$ cat config.mk
export PLATFORM = sky130hd
export DESIGN_NAME = rlc_queue
export DESIGN_NICKNAME = d
export VERILOG_FILES = /design/src/hdl/rlc_pkg.sv /design/src/hdl/rlc_queue.sv
export SDC_FILE = /design/constraint.sdc
export NUM_CORES = 1
export LEC_CHECK = 0
export BUFFER_PORTS_ARGS = -buffer_cell sky130_fd_sc_hd__buf_2
export CAP_MARGIN = 20
export CELL_PAD_IN_SITES_DETAIL_PLACEMENT = 1
export CELL_PAD_IN_SITES_GLOBAL_PLACEMENT = 1
export CORE_MARGIN = 5
export CORE_UTILIZATION = 25
export DETAILED_ROUTE_END_ITERATION = 8
export PLACE_DENSITY = 0.56
export SKIP_CTS_REPAIR_TIMING = 1
export SYNTH_ARGS = -nofsm -noshare
export SYNTH_HDL_FRONTEND = slang
export SYNTH_SLANG_ARGS = --single-unit
$ cat constraint.sdc
create_clock -name clk_i -period 8.39 [get_ports clk_i]
set_input_delay 1.2585 -clock clk_i [delete_from_list [all_inputs] [get_ports clk_i]]
set_output_delay 1.2585 -clock clk_i [all_outputs]
set_load 0.01 [all_outputs]
$ cat src/hdl/rlc_pkg.sv
// ----------------------------------------------------------------------------
// rlc_pkg
// Shared types and constants of the raster 3x3 convolution block.
// ----------------------------------------------------------------------------
`default_nettype none
package rlc_pkg;

  localparam int unsigned PixW   = 16;
  localparam int unsigned CoefW  = 16;
  localparam int unsigned RowW   = 48;
  localparam int unsigned GainW  = 32;
  localparam int unsigned LwW    = 11;
  localparam int unsigned CfgW   = 48;
  localparam int unsigned CfgIdxW = 3;
  localparam int unsigned SumW   = 38;

  // configuration register indexes
  localparam logic [CfgIdxW-1:0] CfgUseReal = 3'd0;
  localparam logic [CfgIdxW-1:0] CfgGain    = 3'd1;
  localparam logic [CfgIdxW-1:0] CfgTop     = 3'd2;
  localparam logic [CfgIdxW-1:0] CfgMid     = 3'd3;
  localparam logic [CfgIdxW-1:0] CfgBot     = 3'd4;
  localparam logic [CfgIdxW-1:0] CfgLineW   = 3'd5;

  // window entry: value plus undefined flag
  typedef struct packed {
    logic            undef;
    logic [PixW-1:0] value;
  } pix_t;

  // one evaluation job handed from front to back
  typedef struct packed {
    pix_t [8:0] win;     // row-major, index r*3+c
    logic       force_undef;
    logic       last;
  } job_t;

  // one result item
  typedef struct packed {
    logic [31:0] filtered_value;
    logic        result_undefined;
    logic        last_of_run;
  } res_t;

endpackage
`default_nettype wire

$ cat src/hdl/rlc_queue.sv
// ----------------------------------------------------------------------------
// rlc_queue
// Two-entry job queue between front and back.
// ----------------------------------------------------------------------------
`default_nettype none
module rlc_queue (
  input  wire logic           clk_i,
  input  wire logic           rst_ni,
  input  wire logic           in_valid_i,
  output logic                in_ready_o,
  input  wire rlc_pkg::job_t  in_i,
  output logic                out_valid_o,
  input  wire logic           out_ready_i,
  output rlc_pkg::job_t       out_o
);
  import rlc_pkg::*;

  job_t       mem_q [2];
  logic       wp_q, rp_q;
  logic [1:0] cnt_q;
  logic       push, pop;

  assign in_ready_o  = (cnt_q != 2'd2);
  assign out_valid_o = (cnt_q != 2'd0);
  assign out_o       = mem_q[rp_q];
  assign push = in_valid_i && in_ready_o;
  assign pop  = out_valid_o && out_ready_i;

  // storage
  always_ff @(posedge clk_i) begin
    if (push) mem_q[wp_q] <= in_i;
  end

  // pointers
  always_ff @(posedge clk_i or negedge rst_ni) begin
    if (!rst_ni) begin
      wp_q <= 1'b0; rp_q <= 1'b0; cnt_q <= '0;
    end else begin
      if (push) wp_q <= ~wp_q;
      if (pop)  rp_q <= ~rp_q;
      cnt_q <= cnt_q + {1'b0, push} - {1'b0, pop};
    end
  end
endmodule
`default_nettype wire

==> run_results.csv <==
group,metric,value,unit
placement,dp_hpwl,17600,um
sta,final.setup_skew,0.0110,ns
setup_path,regToRegStartpoint,"cnt_q[1]",
finish,syn2layout_area_growth,29.1,%
detailed_routing,avgRoutedWirePerCell,18.0,um
pwr,ir_worst_vdd,0.000187,V
setup_path,reg2reg_slack,5.55,ns
logic_synthesis,synth-simple-area-share,0.306,%
pwr,power_leakage,0.00540,uW
global_routing,grt_max_degree,71,
sta,finalHoldViolCount,0,
floorplanning,num_rows,78,
global_routing,antenna_found_initial,1,
detailed_routing,drtPass1Iterations,4,
sta,drv_slew,0,
detailed_routing,wirelength,26400,um
floorplanning,die_x,224,um
setup_path,startpoint_type,"register",
global_routing,grt_pass1_vias,6432,
global_routing,grt_pass1_wl,39400,um
cts,clock_path_buffers,3,
min_path,hold_class,"reg2reg",
cts,clk_pin_slew,0.06,ns
setup_path,worstSetupEndpointType,"primary output",
logic_synthesis,ys_types,15,
sta,period_share,51.3,%
finish,layout_commonest_cell,"buf_2",
min_path,whs_path_depth,1,
pwr,pwr_density_cell,352,nW/um^2
cts,cts.sinks,314,
logic_synthesis,synth-seq-cells,314,
logic_synthesis,synth_mux_area_share,15.3,%
logic_synthesis,synth_cells,499,
setup_path,critPathLaunch,"rp_q",
finish,drive_above_1_share,61.1,%
finish,fill_cells,4707,
detailed_routing,via_per_inst,3.97,
global_routing,grt_usage,10.2,%
setup_path,cp.arrival,3.04,ns
status,outcome,"finished clean",
logic_synthesis,synth_top_family_by_area,"multiplexers",
sta,finalSetupViolations,0,
sta,worst_pin_slew,0.982,ns
cts,cts_root_buffer,"clkbuf_16",
sta,rsz0062_at_grt,"false",
detailed_routing,ant_nets,0,
placement,place.port_buffers,315,
cts,cts_tree,"done",
cts,cts_made_buffers,37,
cts,htree_levels,2,
logic_synthesis,synth_fa_ha_area_share,0.219,%
min_path,holdPathEnd,"cnt_q[0]",
logic_synthesis,synth_compound_area_share,0,%
global_routing,grt-ovfl-total,0,
logic_synthesis,syn_area,11400,sq um
detailed_routing,vias,5831,
detailed_routing,drc,0,
logic_synthesis,synth_xor_xnor_area_share,0.306,%
sta,clock.fmax,0.233,GHz
min_path,hp-start,"cnt_q[0]",
setup_path,worstPathRequired,7.13,ns
setup_path,worst-path-max-fanout,70,
placement,globalplace.congestion,0.725,
job,drv_cap,0,
setup_path,worstSetupPathType,"reg2out",
finish,final_cell_mix,"buf_2 (315), edfxtp_1 (310), mux2_2 (155)",
setup_path,r2r_end,"mem_q[0][56]",
finish,final_nets,1003,
sta,period_minus_slack,4.30,ns
floorplanning,core_region_area,45300,sq um
finish,final_area,14800,sq um
floorplanning,io_pins,316,
sta,tns,0,ns
setup_path,rr_worst_depth,4,
sta,relSlewSlack,34.5,%
placement,placed_area,13600,sq um
logic_synthesis,synth_warnings,0,
logic_synthesis,syn-num-nets,660,
floorplanning,start_util,25.3,%
logic_synthesis,syn_avg_cell_area,22.9,sq um
detailed_routing,drtIter0Drc,321,
floorplanning,die-area,50100,sq um
cts,insertion_delay,0.52,ns
floorplanning,fp.dieH,224,um
logic_synthesis,ys_seq_area_share,82.3,%
## final cells by class
| cell class | instances | area (sq um) | share of cell area [%] |
|---|---|---|---|
| Inverter | 1 | 3.75 | 0.0254 |
| Antenna cell | 1 | 2.50 | 0.0169 |
| Sequential cell | 314 | 9410 | 63.7 |
| Clock inverter | 21 | 178 | 1.20 |
| Clock buffer | 43 | 948 | 6.42 |
| Timing Repair Buffer | 321 | 1620 | 11.0 |
| Multi-Input combinational cell | 167 | 1850 | 12.5 |
| Tap cell | 600 | 751 | 5.08 |
## synth_stat cells
| library cell | instances | area share [%] |
|---|---|---|
| xor2_1 | 1 | 0.077 |
| mux2_2 | 155 | 15 |
| or2b_1 | 1 | 0.066 |
| or2_2 | 1 | 0.055 |
| ha_1 | 2 | 0.22 |
| nor2_1 | 1 | 0.033 |
| and3_1 | 1 | 0.055 |
| nand2_1 | 1 | 0.033 |
| edfxtp_1 | 310 | 81 |
| dfrtp_1 | 4 | 0.88 |
| xnor2_1 | 3 | 0.23 |
| inv_1 | 1 | 0.033 |
| buf_2 | 1 | 0.044 |
| buf_6 | 16 | 1.6 |
| and2_2 | 1 | 0.066 |
## flip-flops by register name (all words and copies together), names as in the netlist
register and cells:
cnt_q 2, mem_q 310, rp_q 1, wp_q 1
## worst max-delay path, cell delays in order, from the launching register on
cell and delay [ns]:
dfrtp_4 0.92, buf_4 0.84, mux2_2 0.41, buf_2 0.15
## where the power goes
part,switching [uW],leakage (uW),internal [uW]
clock network,600,0.000547,897
registers,126,0.00292,2150
logic,786,0.00193,633
## metrics by stage
stage / hold slack (ns) / util (%) / std cells / setup slack (ns) / power [uW]
after floorplan: 0.479 / - / 499 / 2.55 / 3260
after global placement: 0.513 / 30.1 / 1403 / 4.62 / 3770
after detailed placement: 0.528 / 30.1 / 1403 / 4.60 / 3790
after CTS: 0.492 / 32.6 / 1467 / 4.01 / 5320
after global routing: 0.496 / 32.6 / 1467 / 3.90 / 5500
final: 0.532 / 32.6 / 1468 / 4.09 / 5190
## cells by family (layout without fill, tap and decap cells)
| family | after synthesis | after routing |
|---|---|---|
| simple gates | 6 | 6 |
| xor+xnor | 4 | 4 |
| mux | 155 | 155 |
| fa+ha+maj | 2 | 2 |
| buf+inv | 18 | 386 |
| flops | 314 | 314 |
| other cells | 0 | 1 |
## layer usage
metal  global-route usage [%]  part of all wire [%]
met1                     12.1                    40
met2                     17.0                    50
met3                     4.15                   7.8
met4                     3.08                   2.3
met5                        0                 0.049
## worst max-delay path by stage
stage / endpoint / slack (ns) / depth (start not counted)
after floorplan: mem_q[0][0] / 2.55 / 2
after global routing: out_o[0] / 3.90 / 3
final: out_o[4] / 4.09 / 3
after CTS: out_o[4] / 4.01 / 3
after detailed placement: out_o[4] / 4.60 / 3
after global placement: out_o[4] / 4.62 / 3
Note: power is estimated with default switching activity, not from simulation.
