## src/hdl/rlc_pkg.sv

```systemverilog
// ----------------------------------------------------------------------------
// rlc_pkg
// Shared types and constants of the raster 3x3 convolution block.
// ----------------------------------------------------------------------------
`default_nettype none
package rlc_pkg;

  localparam int unsigned PixW   = 16;
  localparam int unsigned CoefW  = 16;
  localparam int unsigned RowW   = 48;
  localparam int unsigned GainW  = 32;
  localparam int unsigned LwW    = 11;
  localparam int unsigned CfgW   = 48;
  localparam int unsigned CfgIdxW = 3;
  localparam int unsigned SumW   = 38;

  // configuration register indexes
  localparam logic [CfgIdxW-1:0] CfgUseReal = 3'd0;
  localparam logic [CfgIdxW-1:0] CfgGain    = 3'd1;
  localparam logic [CfgIdxW-1:0] CfgTop     = 3'd2;
  localparam logic [CfgIdxW-1:0] CfgMid     = 3'd3;
  localparam logic [CfgIdxW-1:0] CfgBot     = 3'd4;
  localparam logic [CfgIdxW-1:0] CfgLineW   = 3'd5;

  // window entry: value plus undefined flag
  typedef struct packed {
    logic            undef;
    logic [PixW-1:0] value;
  } pix_t;

  // one evaluation job handed from front to back
  typedef struct packed {
    pix_t [8:0] win;     // row-major, index r*3+c
    logic       force_undef;
    logic       last;
  } job_t;

  // one result item
  typedef struct packed {
    logic [31:0] filtered_value;
    logic        result_undefined;
    logic        last_of_run;
  } res_t;

endpackage
`default_nettype wire

```

## src/hdl/rlc_back.sv

```systemverilog
// ----------------------------------------------------------------------------
// rlc_back
// Evaluates one job: nine products through one multiplier, scaling with split
// gain products or a rounded shift by eight, saturation, and a held result.
// ----------------------------------------------------------------------------
`default_nettype none
module rlc_back (
  input  wire logic                      clk_i,
  input  wire logic                      rst_ni,
  input  wire logic                      job_valid_i,
  output logic                           job_ready_o,
  input  wire rlc_pkg::job_t             job_i,
  input  wire logic                      use_real_i,
  input  wire logic [rlc_pkg::GainW-1:0] gain_i,
  input  wire logic [rlc_pkg::RowW-1:0]  k_top_i,
  input  wire logic [rlc_pkg::RowW-1:0]  k_mid_i,
  input  wire logic [rlc_pkg::RowW-1:0]  k_bot_i,
  output logic                           res_valid_o,
  input  wire logic                      res_ready_i,
  output rlc_pkg::res_t                  res_o
);
  import rlc_pkg::*;

  typedef enum logic [2:0] {B_IDLE, B_MAC, B_HI, B_LO, B_FIN, B_OUT} state_e;

  state_e             state_q;
  job_t               job_q;
  logic [3:0]         idx_q;
  logic signed [SumW-1:0] sum_q;
  logic [SumW-1:0]    mag_q;
  logic               neg_q;
  logic [63:0]        acc_q;
  logic [53:0]        lo_q;
  logic               undef_q;

  // coefficient and pixel for the current tap
  logic [RowW-1:0]         krow;
  logic [1:0]              tcol;
  logic signed [CoefW-1:0] coef;
  pix_t                    px;
  logic signed [31:0]      prod;
  always_comb begin
    if (idx_q inside {[4'd0:4'd2]})      krow = k_top_i;
    else if (idx_q inside {[4'd3:4'd5]}) krow = k_mid_i;
    else                                 krow = k_bot_i;
    if (idx_q inside {4'd0, 4'd3, 4'd6})      tcol = 2'd0;
    else if (idx_q inside {4'd1, 4'd4, 4'd7}) tcol = 2'd1;
    else                                      tcol = 2'd2;
    coef = krow[tcol*CoefW +: CoefW];
    px   = job_q.win[idx_q];
    prod = $signed(px.value) * coef;
  end

  // saturation of final magnitude
  logic [31:0] fin;
  always_comb begin
    if (neg_q) fin = (acc_q >= 64'h8000_0000) ? 32'h8000_0000 : 32'(-acc_q);
    else       fin = (acc_q > 64'h7FFF_FFFF)  ? 32'h7FFF_FFFF : acc_q[31:0];
  end

  assign job_ready_o = (state_q == B_IDLE);
  assign res_valid_o = (state_q == B_OUT);

  // result item from the held job state
  assign res_o = '{filtered_value:   undef_q ? 32'd0 : fin,
                   result_undefined: undef_q,
                   last_of_run:      job_q.last};

  always_ff @(posedge clk_i or negedge rst_ni) begin
    if (!rst_ni) begin
      state_q <= B_IDLE;
      idx_q   <= '0;
      undef_q <= 1'b0;
    end else begin
      case (state_q)
        B_IDLE: begin
          if (job_valid_i) begin
            job_q   <= job_i;
            idx_q   <= '0;
            sum_q   <= '0;
            undef_q <= job_i.force_undef;
            state_q <= B_MAC;
          end
        end
        // one tap per cycle
        B_MAC: begin
          if (px.undef) undef_q <= 1'b1;
          sum_q <= sum_q + SumW'(prod);
          if (idx_q == 4'd8) state_q <= B_HI;
          else idx_q <= idx_q + 4'd1;
        end
        // magnitude and sign
        B_HI: begin
          neg_q <= sum_q[SumW-1];
          mag_q <= sum_q[SumW-1] ? SumW'(-sum_q) : SumW'(sum_q);
          state_q <= B_LO;
        end
        B_LO: begin
          if (use_real_i) begin
            acc_q <= 64'((mag_q + SumW'(128)) >> 8);
          end else begin
            acc_q <= 64'(mag_q) * 64'(gain_i[31:16]);
            lo_q  <= 54'(mag_q) * 54'(gain_i[15:0]);
          end
          state_q <= B_FIN;
        end
        B_FIN: begin
          if (!use_real_i)
            acc_q <= acc_q + 64'((lo_q + 54'd32768) >> 16);
          state_q <= B_OUT;
        end
        B_OUT: begin
          if (res_ready_i) state_q <= B_IDLE;
        end
        default: state_q <= B_IDLE;
      endcase
    end
  end
endmodule
`default_nettype wire

```

## config.mk

```make
export PLATFORM = sky130hd
export DESIGN_NAME = rlc_back
export DESIGN_NICKNAME = d
export VERILOG_FILES = /design/src/hdl/rlc_pkg.sv /design/src/hdl/rlc_back.sv
export SDC_FILE = /design/constraint.sdc
export NUM_CORES = 2
export LEC_CHECK = 0
export BUFFER_PORTS_ARGS = -buffer_cell sky130_fd_sc_hd__buf_2
export CORE_UTILIZATION = 45
export CTS_CLUSTER_DIAMETER = 120
export CTS_CLUSTER_SIZE = 28
export DETAILED_ROUTE_END_ITERATION = 8
export HOLD_SLACK_MARGIN = 0.08
export SETUP_SLACK_MARGIN = 0.02
export SLEW_MARGIN = 20
export SYNTH_ARGS = -nofsm -noshare
export SYNTH_HDL_FRONTEND = slang
export SYNTH_SLANG_ARGS = --single-unit
export TNS_END_PERCENT = 50
```

## constraint.sdc

```tcl
create_clock -name clk_i -period 17 [get_ports clk_i]
set_input_delay 1.7 -clock clk_i [delete_from_list [all_inputs] [get_ports clk_i]]
set_output_delay 1.7 -clock clk_i [all_outputs]
set_load 0.02 [all_outputs]
```

==> results by group <==
Status
  – Status: completed

Setup path
  – CP peak stage delay: 0.73 ns
  – Crit. End Element: flip-flop
  – Worst EP required: 17.35 ns
  – R2R cell count: 32
  – CP Launch Type: flip-flop
  – CP most frequent cell: fa_1
  – Crit Path Max Fanout: 45
  – CP max-delay cell: o31ai_2
  – Crit path DAT: 10.74 ns
  – WS Path Type: flip-flop to flip-flop

Min path
  – Hold crit path type: flip-flop to flip-flop
  – Hold Crit Depth: 2

Clock tree
  – Clock tree buffer depth: 3
  – Hold Buf Count CTS: 0
  – Post-CTS setup repair buffer count: 0
  – Worst-skew pair later-pin latency: 0.61 ns
  – H-Tree Depth: 1
  – Clock sinks: 342
  – CTS Buf Count: 19
  – CTS tree: done
  – Cts repair resizes: 0
  – CTS Root Cell: clkbuf_16
  – Reg clk slew, reported paths: 0.11 ns

Drt
  – Drt drc: 0
  – Routed wire per std cell: 21.0 um
  – Detailed-route wire length: 196 mm
  – TritonRoute pass-1 iters: 6
  – Post-DRT Antenna Nets: 0
  – Wire length on met1: 78.3 mm
  – Met2 wire len: 99.6 mm
  – Initial DRC count: 3,134
  – Via Count: 50.5k
  – Max layer used: met5
  – Via density: 5.41
  – Met3 WL post-DR: 10.9 mm

STA
  – Max Slew Vio Count: 0
  – Fin Setup TNS: 0 ns
  – Clk_skew: 0.0366 ns
  – Min Tclk post-route: 10.39 ns
  – Final Setup Violations: 0
  – WHS: 0.564 ns
  – Max Freq: 96.3 MHz
  – RSZ-0062 raised after global routing: no
  – Worst-margin pin slew: 1.18 ns
  – Final hold viol count: 0
  – Final period util: 0.611
  – Max-slew headroom: 0.214

Die
  – Chip width: 390 um
  – Core Box Area: 148,000 um2
  – Std cell rows: 141
  – Die H: 390 um
  – I/O Pins: 372
  – Initial Util: 0.456
  – Die area: 152,000 um2

Synthesis
  – Syn_nets: 9,288
  – Synth Cell Area: 67,600 um2
  – Yosys Warn Count: 0
  – Adder-Cell Fraction of Synth Area: 0.468
  – Yosys reg bits: 342
  – Post-synthesis mux area share: 0.0212
  – XOR/XNOR share of the synthesized area: 0.0361
  – Sequential area share after synthesis: 0.151
  – Mapped Cells: 7,218
  – Post-synth EDFFs: 334
  – Async S/R FF share, synth: 0.0234
  – Largest family of logic cells by synthesized area: adder cells
  – Yosys cell types: 79
  – Compound-Gate Fraction of Synth Area: 0.0764
  – Post-Synth Simple-Gate Area: 0.152
  – Main synth FF type: edfxtp_1
  – Avg Cell Area, Syn: 9.37 um2

GRT
  – Initial antenna violation count: 23
  – GRT overflow: 0
  – Vias in the first global route: 54.5k
  – GRT Total Usage: 0.263
  – First-pass GRT wire length: 311 mm
  – Largest net degree at the start of global routing: 88

Final layout
  – Layout Nets: 9,373
  – Filler cells: 14.1k
  – Share of cells above drive strength 1: 0.0786
  – Final Non-Filler Cells: 9,333
  – Layout area overhead: 6.43%

Place
  – DP Wirelength: 151 mm
  – Final GP Congestion: 0.896
  – Placed cell count: 9,282
  – Port-buffer cells: 371

Job
  – MaxCap Viol Count: 0
worst max-delay path, delay by kind of cell (launching register included):
kind            cells  cell delay, ns
flops               1            0.35
compound gates     12            3.13
buf+inv             6            1.66
simple gates        6            1.05
fa+ha+maj           8            3.90
layout by cell type, fill, tap and decap left out, types with 16 or more instances in the layout:
| cell type | Yosys | final |
|---|---|---|
| and3_1 | 38 | 37 |
| buf_4 | 2 | 84 |
| nand2_1 | 1208 | 1207 |
| buf_2 | 3 | 371 |
| mux4_2 | 33 | 33 |
| mux2i_1 | 68 | 68 |
| xnor2_1 | 189 | 189 |
| a21o_1 | 111 | 111 |
| fa_1 | 1326 | 1326 |
| and2_1 | 331 | 330 |
| o21bai_1 | 26 | 26 |
| inv_1 | 1312 | 1312 |
| ha_1 | 408 | 408 |
| nor4_1 | 19 | 19 |
| a21oi_1 | 218 | 216 |
| nor2b_1 | 46 | 46 |
| o21a_1 | 36 | 36 |
| edfxtp_1 | 334 | 334 |
| a211oi_1 | 54 | 52 |
| o211ai_1 | 35 | 35 |
| nor3_1 | 42 | 42 |
| o31ai_1 | 26 | 23 |
| or2_2 | 16 | 16 |
| nand4_1 | 35 | 35 |
| nand2b_1 | 38 | 38 |
| o21ai_0 | 164 | 158 |
| nand3_1 | 71 | 71 |
| clkbuf_16 | 0 | 19 |
| a31oi_1 | 28 | 27 |
| xor2_1 | 90 | 90 |
| nor2_1 | 310 | 309 |
| or3_1 | 23 | 23 |
Yosys cell counts, types with 14 or more instances:
| library cell | instances | area [um2] |
|---|---|---|
| fa_1 | 1326 | 26500 |
| inv_1 | 1312 | 4920 |
| nand2_1 | 1208 | 4530 |
| ha_1 | 408 | 5100 |
| clkbuf_1 | 342 | 1280 |
| edfxtp_1 | 334 | 10000 |
| and2_1 | 331 | 2070 |
| nor2_1 | 310 | 1160 |
| a21oi_1 | 218 | 1090 |
| xnor2_1 | 189 | 1660 |
| o21ai_0 | 164 | 821 |
| a21o_1 | 111 | 833 |
| xor2_1 | 90 | 788 |
| nand3_1 | 71 | 355 |
| mux2i_1 | 68 | 681 |
| a211oi_1 | 54 | 405 |
| nor2b_1 | 46 | 288 |
| buf_1 | 45 | 169 |
| nor3_1 | 42 | 210 |
| and3_1 | 38 | 238 |
| nand2b_1 | 38 | 238 |
| o21a_1 | 36 | 270 |
| nand4_1 | 35 | 219 |
| o211ai_1 | 35 | 263 |
| mux4_2 | 33 | 743 |
| a31oi_1 | 28 | 175 |
| o21bai_1 | 26 | 195 |
| o31ai_1 | 26 | 195 |
| or3_1 | 23 | 144 |
| nor4_1 | 19 | 119 |
| or2_2 | 16 | 100 |
| a221oi_1 | 14 | 123 |
worst paths after layout:
kind,start,endpoint,slack [ns]
max,idx_q[0],sum_q[35],6.61
min,undef_q,undef_q,0.56
max reg2reg,idx_q[0],sum_q[35],6.61
min reg2reg,undef_q,undef_q,0.56
max in group asynchronous,rst_ni,idx_q[1],15.77
min in group asynchronous,rst_ni,state_q[2],0.98
cells by family after synthesis:
family,after synthesis
xor+xnor,279
simple gates,2247
mux,102
buf+inv,1706
compound gates,808
fa+ha+maj,1734
flops,342
through the flow:
stage	utilization	setup slack (ns)	instance area (um2)
floorplan	-	8.08	67600
finish	0.485	6.61	72000
CTS	0.484	6.60	71900
detailed placement	0.480	6.63	71200
global placement	0.480	6.53	71200
global route	0.485	5.90	72000
sequential cells by signal (all words and copies together), names as in the netlist:
signal	flops
lo_q	39
neg_q	1
acc_q	64
job_q	153
state_q	3
mag_q	38
undef_q	1
sum_q	38
idx_q	4
res_o	1
area by class of cell:
class                           count  area [um2]  area share
Timing Repair Buffer              457        2530      0.0351
Inverter                         1313        4930      0.0685
Clock buffer                       24         494     0.00687
Multi-Input combinational cell   5170       51100       0.710
Sequential cell                   342       10200       0.142
Antenna cell                       15        37.5    0.000522
Tap cell                         2002        2500      0.0348
Clock inverter                     10         161     0.00224
routing by layer:
layer  global-route usage  vias up
li1                     -    22600
met4               0.0843       14
met2                0.471     1522
met5                    0        -
met3               0.0283      352
met1                0.330    26000
Power is left out: the tool's default activity adds up to more than one toggle a clock period on the data nets, which glitch-free logic cannot reach.
